--- config.mk ---
export PLATFORM = sky130hd
export DESIGN_NAME = calendar_date_converter
export DESIGN_NICKNAME = d
export VERILOG_FILES = /design/src/sv/cdc_pkg.sv /design/src/sv/calendar_date_converter.sv /design/src/sv/cdc_check_stage.sv /design/src/sv/cdc_year_stage.sv /design/src/sv/cdc_month_stage.sv /design/src/sv/cdc_week_stage.sv
export SDC_FILE = /design/constraint.sdc
export NUM_CORES = 2
export LEC_CHECK = 0
export ABC_AREA = 1
export CAP_MARGIN = 25
export CELL_PAD_IN_SITES_DETAIL_PLACEMENT = 0
export CELL_PAD_IN_SITES_GLOBAL_PLACEMENT = 2
export CORE_MARGIN = 5
export CORE_UTILIZATION = 35
export CTS_CLUSTER_DIAMETER = 150
export DETAILED_ROUTE_END_ITERATION = 6
export DONT_BUFFER_PORTS = 1
export PLACE_DENSITY = 0.74
export SLEW_MARGIN = 20
export SYNTH_ARGS = -nofsm -noshare
export SYNTH_HDL_FRONTEND = slang
export SYNTH_SLANG_ARGS = --single-unit
--- constraint.sdc ---
create_clock -name clk -period 26.7 [get_ports clk]
set_clock_uncertainty 0.15 [all_clocks]
set_input_delay 6.675 -clock clk [delete_from_list [all_inputs] [get_ports clk]]
set_output_delay 6.675 -clock clk [all_outputs]
set_load 0.01 [all_outputs]
--- src/sv/cdc_pkg.sv ---
`timescale 1ns / 1ps
// Shared types, constants and calendar arithmetic for the calendar date converter.
// No dependencies; every other file refers to it by scoped names.
package cdc_pkg;

	// Epoch and supported span
	localparam int BASE_YEAR     = 1970;
	localparam int EPOCH_WEEKDAY = 4;
	localparam int YEAR_SPAN     = 256;

	// Field widths
	localparam int YEAR_W  = 12;
	localparam int MONTH_W = 4;
	localparam int DAY_W   = 5;
	localparam int COUNT_W = 17;
	localparam int WDAY_W  = 3;
	localparam int YDAY_W  = 9;
	localparam int WEEK_W  = 6;

	// Year offset from the epoch, and width of the raw count / 365 estimate
	localparam int OFF_W = $clog2(YEAR_SPAN + 1);
	localparam int EST_W = $clog2((1 << COUNT_W) / 365 + 1);

	localparam int DAYS_PER_WEEK = 7;
	localparam int LAST_YEAR     = BASE_YEAR + YEAR_SPAN - 1;
	localparam int LEAPS_BEFORE_EPOCH =
		(BASE_YEAR - 1) / 4 - (BASE_YEAR - 1) / 100 + (BASE_YEAR - 1) / 400;
	// Days from January 1 of the epoch year to January 1 after the span
	localparam int SPAN_DAYS = YEAR_SPAN * 365
		+ (LAST_YEAR / 4 - LAST_YEAR / 100 + LAST_YEAR / 400) - LEAPS_BEFORE_EPOCH;

	typedef enum logic {
		REQ_DATE_TO_COUNT = 1'b0,
		REQ_COUNT_TO_DATE = 1'b1
	} req_t;

	// Input beat as registered at the slave side
	typedef struct packed {
		req_t               req;
		logic [YEAR_W-1:0]  year;
		logic [MONTH_W-1:0] month;
		logic [DAY_W-1:0]   day;
		logic [COUNT_W-1:0] count;
	} req_beat_t;

	// After range checks and year estimate
	typedef struct packed {
		req_t               req;
		logic               ok;
		logic [OFF_W-1:0]   off;
		logic [YDAY_W-1:0]  yday;
		logic [MONTH_W-1:0] month;
		logic [DAY_W-1:0]   day;
		logic [COUNT_W-1:0] count;
	} chk_t;

	// After the year is settled: final count and day of year
	typedef struct packed {
		req_t               req;
		logic               ok;
		logic [OFF_W-1:0]   off;
		logic [COUNT_W-1:0] count;
		logic [YDAY_W-1:0]  yday;
		logic [MONTH_W-1:0] month;
		logic [DAY_W-1:0]   day;
	} pos_t;

	// Full date plus residues mod 7
	typedef struct packed {
		logic               ok;
		logic [YEAR_W-1:0]  year;
		logic [MONTH_W-1:0] month;
		logic [DAY_W-1:0]   day;
		logic [COUNT_W-1:0] count;
		logic [YDAY_W-1:0]  yday;
		logic [WDAY_W-1:0]  cmod;
		logic [WDAY_W-1:0]  ymod;
	} cal_t;

	typedef struct packed {
		logic [COUNT_W-1:0] count;
		logic [YEAR_W-1:0]  year;
		logic [MONTH_W-1:0] month;
		logic [DAY_W-1:0]   day;
		logic [WDAY_W-1:0]  weekday;
		logic [YDAY_W-1:0]  yday;
		logic [WEEK_W-1:0]  week;
		logic               valid;
	} result_t;

	// y / 100 by reciprocal, exact for any 12-bit year
	function automatic logic [5:0] div100(input logic [YEAR_W-1:0] y);
		logic [24:0] p;
		p = 25'(y) * 25'(5243);
		return p[24:19];
	endfunction

	// Gregorian leap rule; y % 400 == 0 is y % 100 == 0 with (y / 100) % 4 == 0
	function automatic logic is_leap(input logic [YEAR_W-1:0] y);
		logic [5:0]  q;
		logic [12:0] back;
		logic        cent;
		q    = div100(y);
		back = 13'(q) * 13'(100);
		cent = (back[YEAR_W-1:0] == y);
		return ((y[1:0] == 2'd0) && !cent) || (cent && (q[1:0] == 2'd0));
	endfunction

	// Leap years from year 1 through year n
	function automatic logic [9:0] leaps_through(input logic [YEAR_W-1:0] n);
		logic [5:0] q;
		q = div100(n);
		return 10'(n >> 2) - 10'(q) + 10'(q >> 2);
	endfunction

	// Days from January 1 of the epoch year to January 1 of epoch + off
	function automatic logic [COUNT_W-1:0] days_before(input logic [OFF_W-1:0] off);
		logic [YEAR_W-1:0] y1;
		y1 = YEAR_W'(BASE_YEAR - 1) + YEAR_W'(off);
		return COUNT_W'(off) * COUNT_W'(365) + COUNT_W'(leaps_through(y1))
			- COUNT_W'(LEAPS_BEFORE_EPOCH);
	endfunction

	function automatic logic [DAY_W-1:0] month_len(input logic [MONTH_W-1:0] m,
			input logic leap);
		logic [DAY_W-1:0] len;
		case (m)
			4'd2:                      len = leap ? 5'd29 : 5'd28;
			4'd4, 4'd6, 4'd9, 4'd11:   len = 5'd30;
			default:                   len = 5'd31;
		endcase
		return len;
	endfunction

	// Days of the year before the first of month m
	function automatic logic [YDAY_W-1:0] month_start(input logic [MONTH_W-1:0] m,
			input logic leap);
		logic [YDAY_W-1:0] base;
		case (m)
			4'd2:    base = 9'd31;
			4'd3:    base = 9'd59;
			4'd4:    base = 9'd90;
			4'd5:    base = 9'd120;
			4'd6:    base = 9'd151;
			4'd7:    base = 9'd181;
			4'd8:    base = 9'd212;
			4'd9:    base = 9'd243;
			4'd10:   base = 9'd273;
			4'd11:   base = 9'd304;
			4'd12:   base = 9'd334;
			default: base = 9'd0;
		endcase
		return base + ((leap && (m >= 4'd3)) ? 9'd1 : 9'd0);
	endfunction

	// count / 365 by reciprocal, exact over the 17-bit range
	function automatic logic [EST_W-1:0] div365(input logic [COUNT_W-1:0] c);
		logic [32:0] p;
		p = 33'(c) * 33'(45965);
		return p[24+EST_W-1:24];
	endfunction

	// count % 7 through a reciprocal quotient
	function automatic logic [WDAY_W-1:0] mod7_count(input logic [COUNT_W-1:0] c);
		logic [34:0]        p;
		logic [14:0]        q;
		logic [COUNT_W-1:0] qx7;
		logic [COUNT_W-1:0] r;
		p   = 35'(c) * 35'(149797);
		q   = p[34:20];
		qx7 = COUNT_W'({q, 3'b000}) - COUNT_W'(q);
		r   = c - qx7;
		return r[WDAY_W-1:0];
	endfunction

	// x / 7 for values below 512
	function automatic logic [6:0] div7_small(input logic [YDAY_W-1:0] x);
		logic [17:0] p;
		p = 18'(x) * 18'(293);
		return p[17:11];
	endfunction

	function automatic logic [WDAY_W-1:0] mod7_small(input logic [YDAY_W-1:0] x);
		logic [6:0]        q;
		logic [YDAY_W-1:0] r;
		q = div7_small(x);
		r = x - (YDAY_W'({q, 3'b000}) - YDAY_W'(q));
		return r[WDAY_W-1:0];
	endfunction

endpackage

--- src/sv/calendar_date_converter.sv ---
`timescale 1ns / 1ps
// Top level of the calendar date converter: input register, four stages, handshake.
// Depends on cdc_pkg, cdc_check_stage, cdc_year_stage, cdc_month_stage, cdc_week_stage.
//
// Use:
//   Slave stream: one request per beat. tuser holds the request type (0 converts
//   year/month/day to a day count since January 1 of the epoch year, 1 converts a
//   day count back to a date). Fields a request type does not use are ignored.
//   Master stream: one result per request, in order. tuser is the valid flag;
//   when it is low the request was out of span or not a real date and tdata is 0.
// Timing:
//   An accepted beat passes the input register, then the check, year, month and
//   week registers, to the master side. Throughput is one beat per cycle while the
//   master side takes results; the four register stages hold one constant-divisor
//   step each (year estimate, start-of-year count, month search, week math).
// Reset:
//   All stage valid flags clear; no result is pending and tready rises at once.
// Stall:
//   Each stage loads whenever it is empty or the stage after it moves, so
//   tready stays high unless every stage, the output register included, holds a beat and m_axis_tready is low.
module calendar_date_converter (
	input  logic        clk,
	input  logic        arst_n,
	input  logic        s_axis_tvalid,
	output logic        s_axis_tready,
	// [11:0] year_in, [15:12] month_in, [20:16] day_in, [37:21] count_in, [39:38] zero
	input  logic [39:0] s_axis_tdata,
	// [0] req_type
	input  logic [0:0]  s_axis_tuser,
	output logic        m_axis_tvalid,
	input  logic        m_axis_tready,
	// [16:0] count_out, [28:17] year_out, [32:29] month_out, [37:33] day_out,
	// [40:38] weekday, [49:41] year_day, [55:50] week_number
	output logic [55:0] m_axis_tdata,
	// [0] valid_res
	output logic [0:0]  m_axis_tuser
);

	logic               en_s1, en_s2, en_s3, en_s4, en_s5;
	logic               v_s1, v_s2, v_s3, v_s4, v_s5;
	cdc_pkg::req_beat_t beat_s1;
	cdc_pkg::chk_t      chk_s2;
	cdc_pkg::pos_t      pos_s3;
	cdc_pkg::cal_t      cal_s4;
	cdc_pkg::result_t   res_s5;

	// Per-stage load enables; bubbles collapse while the output waits
	assign en_s5 = !v_s5 || m_axis_tready;
	assign en_s4 = !v_s4 || en_s5;
	assign en_s3 = !v_s3 || en_s4;
	assign en_s2 = !v_s2 || en_s3;
	assign en_s1 = !v_s1 || en_s2;
	assign s_axis_tready = en_s1;

	// Input register
	always_ff @(posedge clk or negedge arst_n) begin
		if (!arst_n) begin
			v_s1 <= 1'b0;
		end else if (en_s1) begin
			v_s1 <= s_axis_tvalid;
		end
	end

	always_ff @(posedge clk) begin
		if (en_s1) begin
			beat_s1.req   <= cdc_pkg::req_t'(s_axis_tuser[0]);
			beat_s1.year  <= s_axis_tdata[11:0];
			beat_s1.month <= s_axis_tdata[15:12];
			beat_s1.day   <= s_axis_tdata[20:16];
			beat_s1.count <= s_axis_tdata[37:21];
		end
	end

	cdc_check_stage u_check (
		.clk       (clk),
		.arst_n    (arst_n),
		.en        (en_s2),
		.in_valid  (v_s1),
		.in_beat   (beat_s1),
		.out_valid (v_s2),
		.out_beat  (chk_s2)
	);

	cdc_year_stage u_year (
		.clk       (clk),
		.arst_n    (arst_n),
		.en        (en_s3),
		.in_valid  (v_s2),
		.in_beat   (chk_s2),
		.out_valid (v_s3),
		.out_beat  (pos_s3)
	);

	cdc_month_stage u_month (
		.clk       (clk),
		.arst_n    (arst_n),
		.en        (en_s4),
		.in_valid  (v_s3),
		.in_beat   (pos_s3),
		.out_valid (v_s4),
		.out_beat  (cal_s4)
	);

	cdc_week_stage u_week (
		.clk       (clk),
		.arst_n    (arst_n),
		.en        (en_s5),
		.in_valid  (v_s4),
		.in_beat   (cal_s4),
		.out_valid (v_s5),
		.out_beat  (res_s5)
	);

	// Master side
	assign m_axis_tvalid = v_s5;
	assign m_axis_tdata  = {res_s5.week, res_s5.yday, res_s5.weekday, res_s5.day,
		res_s5.month, res_s5.year, res_s5.count};
	assign m_axis_tuser  = res_s5.valid;

`ifndef NO_ASSERTIONS
	// An accepted beat always lands in the input register
	a_accept_lands: assert property (@(posedge clk) disable iff (!arst_n)
		s_axis_tvalid && s_axis_tready |=> v_s1)
		else $error("accepted beat not captured");

	// Backpressure reaches the slave side only when every stage is full
	a_ready_full: assert property (@(posedge clk) disable iff (!arst_n)
		!s_axis_tready |-> v_s1 && v_s2 && v_s3 && v_s4 && v_s5 && !m_axis_tready)
		else $error("slave stalled with a free stage");

	// A rejected request carries an all-zero payload
	a_invalid_zero: assert property (@(posedge clk) disable iff (!arst_n)
		m_axis_tvalid && !res_s5.valid |-> m_axis_tdata == '0)
		else $error("invalid result with nonzero payload");

	// A valid result is a real calendar position
	a_valid_range: assert property (@(posedge clk) disable iff (!arst_n)
		m_axis_tvalid && res_s5.valid |->
			res_s5.month >= 4'd1 && res_s5.month <= 4'd12 && res_s5.day != 5'd0
			&& res_s5.weekday <= 3'd6 && res_s5.yday <= 9'd365
			&& res_s5.week >= 6'd1 && res_s5.week <= 6'd54)
		else $error("valid result out of calendar range");
`endif

endmodule

--- src/sv/cdc_check_stage.sv ---
`timescale 1ns / 1ps
// Range and month-length checks, day of year for dates, year estimate for counts.
// Depends on cdc_pkg.
module cdc_check_stage (
	input  logic              clk,
	input  logic              arst_n,
	input  logic              en,
	input  logic              in_valid,
	input  cdc_pkg::req_beat_t in_beat,
	output logic              out_valid,
	output cdc_pkg::chk_t     out_beat
);

	logic                          leap;
	logic                          date_ok;
	logic                          cnt_ok;
	logic [cdc_pkg::EST_W-1:0]     est;
	logic [cdc_pkg::OFF_W-1:0]     off_est;
	logic [cdc_pkg::OFF_W-1:0]     off_date;
	logic [cdc_pkg::YDAY_W-1:0]    yday_date;
	cdc_pkg::chk_t                 nxt;

	// Date request: year span, month code, day within the month
	always_comb begin
		leap    = cdc_pkg::is_leap(in_beat.year);
		date_ok = (in_beat.year >= cdc_pkg::YEAR_W'(cdc_pkg::BASE_YEAR))
			&& (in_beat.year <= cdc_pkg::YEAR_W'(cdc_pkg::LAST_YEAR))
			&& (in_beat.month >= 4'd1) && (in_beat.month <= 4'd12)
			&& (in_beat.day != 5'd0)
			&& (in_beat.day <= cdc_pkg::month_len(in_beat.month, leap));
		off_date  = cdc_pkg::OFF_W'(in_beat.year - cdc_pkg::YEAR_W'(cdc_pkg::BASE_YEAR));
		yday_date = cdc_pkg::month_start(in_beat.month, leap)
			+ cdc_pkg::YDAY_W'(in_beat.day) - 9'd1;
	end

	// Count request: span check and a year estimate that never falls short
	always_comb begin
		cnt_ok = (in_beat.count < cdc_pkg::COUNT_W'(cdc_pkg::SPAN_DAYS));
		est    = cdc_pkg::div365(in_beat.count);
		if (est > cdc_pkg::EST_W'(cdc_pkg::YEAR_SPAN - 1)) begin
			off_est = cdc_pkg::OFF_W'(cdc_pkg::YEAR_SPAN - 1);
		end else begin
			off_est = cdc_pkg::OFF_W'(est);
		end
	end

	always_comb begin
		nxt.req   = in_beat.req;
		nxt.ok    = (in_beat.req == cdc_pkg::REQ_COUNT_TO_DATE) ? cnt_ok : date_ok;
		nxt.off   = (in_beat.req == cdc_pkg::REQ_COUNT_TO_DATE) ? off_est : off_date;
		nxt.yday  = yday_date;
		nxt.month = in_beat.month;
		nxt.day   = in_beat.day;
		nxt.count = in_beat.count;
	end

	always_ff @(posedge clk or negedge arst_n) begin
		if (!arst_n) begin
			out_valid <= 1'b0;
		end else if (en) begin
			out_valid <= in_valid;
		end
	end

	always_ff @(posedge clk) begin
		if (en) begin
			out_beat <= nxt;
		end
	end

endmodule

--- src/sv/cdc_year_stage.sv ---
`timescale 1ns / 1ps
// Day count at the start of the year; settles the year estimate for counts.
// Depends on cdc_pkg.
module cdc_year_stage (
	input  logic          clk,
	input  logic          arst_n,
	input  logic          en,
	input  logic          in_valid,
	input  cdc_pkg::chk_t in_beat,
	output logic          out_valid,
	output cdc_pkg::pos_t out_beat
);

	logic [cdc_pkg::COUNT_W-1:0] db;
	logic [cdc_pkg::COUNT_W-1:0] db_prev;
	logic [cdc_pkg::OFF_W-1:0]   off_prev;
	logic                        step;
	logic [cdc_pkg::COUNT_W-1:0] base;
	logic [cdc_pkg::COUNT_W-1:0] rem;
	cdc_pkg::pos_t               nxt;

	// Estimate and the year before it, in parallel; at most one step down
	always_comb begin
		off_prev = in_beat.off - cdc_pkg::OFF_W'(1);
		db       = cdc_pkg::days_before(in_beat.off);
		db_prev  = cdc_pkg::days_before(off_prev);
		step     = (db > in_beat.count) && (in_beat.off != '0);
		base     = step ? db_prev : db;
		rem      = in_beat.count - base;
	end

	always_comb begin
		nxt.req   = in_beat.req;
		nxt.ok    = in_beat.ok;
		nxt.month = in_beat.month;
		nxt.day   = in_beat.day;
		if (in_beat.req == cdc_pkg::REQ_COUNT_TO_DATE) begin
			nxt.off   = step ? off_prev : in_beat.off;
			nxt.count = in_beat.count;
			nxt.yday  = rem[cdc_pkg::YDAY_W-1:0];
		end else begin
			nxt.off   = in_beat.off;
			nxt.count = db + cdc_pkg::COUNT_W'(in_beat.yday);
			nxt.yday  = in_beat.yday;
		end
	end

	always_ff @(posedge clk or negedge arst_n) begin
		if (!arst_n) begin
			out_valid <= 1'b0;
		end else if (en) begin
			out_valid <= in_valid;
		end
	end

	always_ff @(posedge clk) begin
		if (en) begin
			out_beat <= nxt;
		end
	end

endmodule

--- src/sv/cdc_month_stage.sv ---
`timescale 1ns / 1ps
// Month and day from day of year for counts; residues mod 7 for the week math.
// Depends on cdc_pkg.
module cdc_month_stage (
	input  logic          clk,
	input  logic          arst_n,
	input  logic          en,
	input  logic          in_valid,
	input  cdc_pkg::pos_t in_beat,
	output logic          out_valid,
	output cdc_pkg::cal_t out_beat
);

	logic [cdc_pkg::YEAR_W-1:0]  year;
	logic                        leap;
	logic [cdc_pkg::MONTH_W-1:0] mon;
	logic [cdc_pkg::YDAY_W-1:0]  into_mon;
	cdc_pkg::cal_t               nxt;

	// Last month whose first day is not past the day of year
	always_comb begin
		year = cdc_pkg::YEAR_W'(cdc_pkg::BASE_YEAR) + cdc_pkg::YEAR_W'(in_beat.off);
		leap = cdc_pkg::is_leap(year);
		mon  = 4'd1;
		for (int k = 2; k <= 12; k++) begin
			if (in_beat.yday >= cdc_pkg::month_start(cdc_pkg::MONTH_W'(k), leap)) begin
				mon = cdc_pkg::MONTH_W'(k);
			end
		end
		into_mon = in_beat.yday - cdc_pkg::month_start(mon, leap);
	end

	always_comb begin
		nxt.ok    = in_beat.ok;
		nxt.year  = year;
		nxt.count = in_beat.count;
		nxt.yday  = in_beat.yday;
		nxt.cmod  = cdc_pkg::mod7_count(in_beat.count);
		nxt.ymod  = cdc_pkg::mod7_small(in_beat.yday);
		if (in_beat.req == cdc_pkg::REQ_COUNT_TO_DATE) begin
			nxt.month = mon;
			nxt.day   = cdc_pkg::DAY_W'(into_mon) + 5'd1;
		end else begin
			nxt.month = in_beat.month;
			nxt.day   = in_beat.day;
		end
	end

	always_ff @(posedge clk or negedge arst_n) begin
		if (!arst_n) begin
			out_valid <= 1'b0;
		end else if (en) begin
			out_valid <= in_valid;
		end
	end

	always_ff @(posedge clk) begin
		if (en) begin
			out_beat <= nxt;
		end
	end

endmodule

--- src/sv/cdc_week_stage.sv ---
`timescale 1ns / 1ps
// Weekday and Sunday-start week number; zeroes the result of an invalid request.
// Depends on cdc_pkg. Its register is the master-side output register.
module cdc_week_stage (
	input  logic             clk,
	input  logic             arst_n,
	input  logic             en,
	input  logic             in_valid,
	input  cdc_pkg::cal_t    in_beat,
	output logic             out_valid,
	output cdc_pkg::result_t out_beat
);

	logic [3:0]                 wd_sum;
	logic [cdc_pkg::WDAY_W-1:0] wd;
	logic [3:0]                 jan_sum;
	logic [cdc_pkg::WDAY_W-1:0] wd_jan1;
	logic [cdc_pkg::YDAY_W-1:0] wk_days;
	cdc_pkg::result_t           nxt;

	// Weekday of the date, then weekday of January 1, then the week index
	always_comb begin
		wd_sum = 4'(cdc_pkg::EPOCH_WEEKDAY) + {1'b0, in_beat.cmod};
		wd = (wd_sum >= 4'(cdc_pkg::DAYS_PER_WEEK))
			? cdc_pkg::WDAY_W'(wd_sum - 4'(cdc_pkg::DAYS_PER_WEEK))
			: cdc_pkg::WDAY_W'(wd_sum);
		jan_sum = {1'b0, wd} + 4'(cdc_pkg::DAYS_PER_WEEK) - {1'b0, in_beat.ymod};
		wd_jan1 = (jan_sum >= 4'(cdc_pkg::DAYS_PER_WEEK))
			? cdc_pkg::WDAY_W'(jan_sum - 4'(cdc_pkg::DAYS_PER_WEEK))
			: cdc_pkg::WDAY_W'(jan_sum);
		wk_days = in_beat.yday + cdc_pkg::YDAY_W'(wd_jan1);
	end

	always_comb begin
		if (in_beat.ok) begin
			nxt.count   = in_beat.count;
			nxt.year    = in_beat.year;
			nxt.month   = in_beat.month;
			nxt.day     = in_beat.day;
			nxt.weekday = wd;
			nxt.yday    = in_beat.yday;
			nxt.week    = cdc_pkg::WEEK_W'(cdc_pkg::div7_small(wk_days)) + 6'd1;
			nxt.valid   = 1'b1;
		end else begin
			nxt = '0;
		end
	end

	always_ff @(posedge clk or negedge arst_n) begin
		if (!arst_n) begin
			out_valid <= 1'b0;
		end else if (en) begin
			out_valid <= in_valid;
		end
	end

	always_ff @(posedge clk) begin
		if (en) begin
			out_beat <= nxt;
		end
	end

endmodule

== After elaboration in Yosys (flattened, before gate mapping) ==
Memories as Yosys holds them, arrays and structs flattened. A register that Yosys moved wholly into a read port is not among the register bits.
Cells that the tools add are included.

* Output and inout bits: 59
* Bits in registers: 247
* Word-level logic and storage cells: 186
* Memories kept: 2
* Input port bits: 45
* Bits in read-only memories: 288

* Magnitude comparators: 23
* Reductions and logical operators: 33
* Mux-type cells: 27
* Multipliers: 12
* Equality and inequality tests: 7
* Add/subtract/negate cells: 42

{| class="wikitable"
|+ Memory list
! memory !! depth !! width !! rd ports !! clocked after memory_dff !! wr ports !! line !! text
|-
| (name not given) || 16 || 9 || 1 || 1 || 0 || cdc_pkg.sv:139 || <nowiki>case (m)</nowiki>
|-
| (name not given) || 16 || 9 || 1 || 0 || 0 || cdc_pkg.sv:139 ||
|}

{| class="wikitable"
|+ Operators by type and width
! cell !! number
|-
| $mul A12 B13 Y25 const B || 4
|-
| $ge A9 B9 Y1 || 10
|-
| $mux W9 || 5
|-
| $mux W4 || 11
|-
| $add A11 B9 Y12 const A || 3
|-
| $add A8 B9 Y9 const A || 4
|-
| $mux W35 || 1
|-
| $mul A9 B9 Y17 const B || 2
|-
| $mul A17 B16 Y33 const B || 1
|-
| $add A9 B9 Y9 const A || 3
|-
| $eq A12 B12 Y1 || 2
|-
| $mul A17 B18 Y23 const B || 1
|-
| $mul A6 B5 Y10 const B || 2
|-
| $add A7 B9 Y9 const A || 2
|-
| $add A9 B9 Y9 || 2
|-
| $sub A9 B1 Y9 const B || 2
|-
| $sub A9 B9 Y9 const B || 2
|-
| $add A17 B10 Y17 || 1
|-
| $add A17 B9 Y17 || 1
|-
| $gt A17 B17 Y1 || 1
|-
| $lt A17 B17 Y1 const B || 1
|-
| $sub A17 B9 Y17 const B || 1
|-
| $mul A9 B9 Y14 const B || 1
|-
| $ge A12 B11 Y1 const B || 1
|-
| 41 further kinds || 80
|}

== Longest topological paths before layout ==
* Depth in word-level cells: 27
* Gate-level depth with buffers: 85
* Gate-level depth less buffers: 85

== Modules after synthesis ==
Synthesis repeated with hierarchy kept, for this count alone.

* Cells, all modules: 4440
* Area, all modules: 39771.9 um^2

{| class="wikitable"
|+ By module, submodules not included
! module !! cells an instance !! area an instance (um^2) !! seq. area each (um^2) !! instances
|-
| cdc_year_stage || 1637 || 13578.0 || 1406.3 || 1
|-
| cdc_check_stage || 1245 || 11388.4 || 1406.3 || 1
|-
| cdc_month_stage || 1020 || 9371.5 || 1646.6 || 1
|-
| cdc_week_stage || 486 || 4175.3 || 1736.7 || 1
|-
| calendar_date_converter || 52 || 1258.7 || 1196.1 || 1
|}

== Least setup slack after synthesis ==
OpenSTA, ideal clock, no wires.

* Kind: in2out
* From: input m_axis_tready
* To: output s_axis_tready
* Buffers on the path: 0
* Data arrival time: 11.355 ns
* Data required time: 19.875 ns
* Cell stages on the path: 8
* Setup slack: 8.520 ns
* Path through: nor2_1 -> inv_1 -> nor2_1 -> inv_1 -> nor2_1 -> inv_1 -> nor2_1 -> nand2_1

* Word-level cells in the longest chain between the ends: 5

{| class="wikitable"
|+ Ends and longest elaborated chain
! what !! line !! text
|-
| from (decl) || calendar_date_converter.sv:31 || <nowiki>input logic m_axis_tready,</nowiki>
|-
| $logic_or A1 B1 Y1 || calendar_date_converter.sv:48 || <nowiki>assign en_s5 = !v_s5 || m_axis_tready;</nowiki>
|-
| named net en_s5 || calendar_date_converter.sv:39 || <nowiki>logic en_s1, en_s2, en_s3, en_s4, en_s5;</nowiki>
|-
| $logic_or A1 B1 Y1 || calendar_date_converter.sv:49 || <nowiki>assign en_s4 = !v_s4 || en_s5;</nowiki>
|-
| named net en_s4 || calendar_date_converter.sv:39 ||
|-
| $logic_or A1 B1 Y1 || calendar_date_converter.sv:50 || <nowiki>assign en_s3 = !v_s3 || en_s4;</nowiki>
|-
| named net en_s3 || calendar_date_converter.sv:39 ||
|-
| $logic_or A1 B1 Y1 || calendar_date_converter.sv:51 || <nowiki>assign en_s2 = !v_s2 || en_s3;</nowiki>
|-
| $logic_or A1 B1 Y1 || calendar_date_converter.sv:52 || <nowiki>assign en_s1 = !v_s1 || en_s2;</nowiki>
|-
| to (decl) || calendar_date_converter.sv:25 || <nowiki>output logic s_axis_tready,</nowiki>
|}

The timed path passes the listed nets, and every way through them passes these cells.

==> reports/results.ini <==
[outcome]
run_status = complete, no violations

[cts]
postCtsSetupRepairBufs = 0
cts_resized = 0
cts_hold_buffers = 0
cts_tree = built
ctsHtreeMaxLevel = 2
clk_latency_ns = 0.57
clk_pin_slew_ns = 0.06
clock_path_buffers = 3
cts_root_buf = clkbuf_16
numClockSinks = 256
cts_buffers = 35

[detailed_routing]
drt_iter0_drc = 926
viasPerCell = 4.520
routedWlPerCell_um = 15.35
final_antenna_net_count = 0
wirelength_um = 82190
drc = 0
num_vias = 24200
drtPass1Iterations = 5

[sta]
setup_viol = 0
min_period_over_period = 0.6198
slew-limit-headroom = 0.3030
finalHoldViolations = 0
rsz0062_at_grt = false
tns_ns = 0
tightest_slew_ns = 1.038
period_needed_ns = 16.55
drv_slew = 0
max_freq_mhz = 60.42

[worst_setup_path]
startpoint_type = flip-flop
crit_fanout = 10
timing.critical_path.buf_inv = 17
crit_required_ns = 26.93
cpPeakStageDelay_ns = 0.61
worst-setup-path-type = reg2reg
slowest_stage = fa_1
cpMostUsedCell = inv_1
critical-path-top-delay-family = adder cells
end_kind = flip-flop
cp.arrival_ns = 16.78

[cells_and_area]
drive_gt1_frac = 0.02809
fin_nets = 5243
n_antenna_cell = 0
area_delta_synth_final_pct = 7.775

[yosys]
synth.cell_area_mm2 = 0.03743
syn_avg_cell_area_um2 = 9.596
synth_compound_area_frac = 0.05993
muxShareOfSynthArea = 0.0005348
synth_area_leader_cell = ha_1
synth_cells = 3901
ys_seq_area_frac = 0.2023
yosysMostFrequentCell = inv_1
ys_warn_count = 0
synth_top_area_frac = 0.2868
synth-adder-area-share = 0.5082
synthFlopType = edfxtp_1
synth_edf_count = 242
synth_fp_nets = 5218
ys_types = 56
synthTopCellsByCount = 1080 x inv_1, 858 x ha_1, 414 x fa_1
ys_top_cells_by_area = ha_1 29%, fa_1 22%, edfxtp_1 19%
synth-simple-area-share = 0.07805
synth-seq-cells = 256
synthXorXnorAreaFrac = 0.03978
synth_top_family_by_area = adder cells
async_flop_share = 0.01953

[global_routing]
grt_pass1_vias = 25580
grt.overflow.total = 0
grt_start_max_net_pins = 59
grt_usage = 0.1508
antenna_found_initial = 1
grt_pass1_wl_um = 136500

[placement]
place.gp.congestion = 0.8275
io_buffers = 0
place_hpwl_um = 69940

[floorplan]
die_x_um = 337.0
dieHeight_um = 337.0
core_area_mm2 = 0.1066
start_util = 0.3511
core.rowCount = 120
die_area_mm2 = 0.1136
pin_count = 104

[hold_path]
hold_class = reg2reg

[job]
drv_cap = 0

==> area by class of cell <==
cell class | instances | area [um2]
inverter | 1087 | 4080
clock inverter | 19 | 236.5
timing repair buffer | 10 | 72.57
multi-input combinational | 2536 | 25700
sequential | 256 | 7572
clock buffer | 43 | 925.9
fill | 10960 | 66260
tap | 1403 | 1755
==> path summary, 6_finish.rpt <==
check / endpoint / from / slack, ns / depth (start not counted)
setup / recovery: u_year.out_beat[17] / u_check.out_beat[39] / 10.15 / 80
max in group asynchronous: v_s1 / arst_n / 20.67 / 0
hold / removal: u_year.out_beat[5] / u_check.out_beat[22] / 0.25 / 0
setup reg to reg: u_year.out_beat[17] / u_check.out_beat[39] / 10.15 / 80
min in group asynchronous: u_week.out_valid / arst_n / 5.64 / 0
hold reg to reg: u_year.out_beat[5] / u_check.out_beat[22] / 0.25 / 0
==> metrics by stage <==
stage	cells	setup WS, ns	util	cell area (um2)	hold slack (ns)
final	5354	10.15	0.3784	40340	0.2515
after CTS	5353	9.906	0.3784	40340	0.2491
after global routing	5354	8.648	0.3784	40340	0.2706
after detailed placement	5291	9.926	0.3675	39180	0.2602
after global placement	5290	9.899	0.3674	39170	0.2526
after floorplan	3901	8.520	-	37430	0.2503
==> cells by family (layout without fill, tap and decap cells) <==
logic type	count (synthesis)	in the layout
flip-flops	256	256
adder cells (fa/ha/maj)	1272	1272
multiplexers	2	2
AND/OR/NAND/NOR	689	689
XOR/XNOR	170	170
buffers and inverters	1109	1159
AO/OA/AOI/OAI	403	403
==> routing by layer <==
metal / part of all wire / track usage / wire [um] / vias to the layer above
li1: - / - / - / 12410
met4: 0.015 / 0.02437 / 1257 / 0
met3: 0.026 / 0.01880 / 2166 / 73
met2: 0.48 / 0.2593 / 39110 / 232
met5: 0 / 0 / 0 / -
met1: 0.48 / 0.2077 / 39650 / 11490
==> state kept, by name (all words and copies together) (netlist names), named ones only <==
name	cells
u_check.out_valid	1
u_check.out_beat	46
u_year.out_beat	46
u_year.out_valid	1
u_month.out_valid	1
v_s1	1
u_week.out_beat	57
u_month.out_beat	54
u_week.out_valid	1
beat_s1	39
==> placed cells by master, fill, tap and decap left out, types with 3 or more instances in the layout <==
master / instances
edfxtp_1: 242
a22oi_1: 4
a31oi_1: 14
clkbuf_16: 35
o31ai_1: 8
o221ai_1: 4
and2_1: 3
a21o_1: 15
xnor2_1: 66
nand4_1: 26
nand2_2: 15
inv_1: 1076
clkinv_1: 5
buf_4: 9
clkbuf_1: 6
nand3b_1: 3
dfxtp_1: 9
bufinv_16: 3
clkinv_2: 3
a21oi_1: 188
o21a_1: 6
xor2_1: 104
o21ai_1: 7
and3_1: 3
a41oi_1: 3
nor3_1: 16
a211oi_1: 5
nand3_1: 69
inv_2: 8
fa_1: 414
nor2_1: 142
or2_2: 13
dfrtp_1: 5
ha_1: 858
o21bai_1: 10
nand2_1: 386
clkinvlp_4: 3
inv_6: 5
o21ai_0: 121
Power is left out: the tool's default activity adds up to more than one toggle a clock period on the data nets, which glitch-free logic cannot reach.
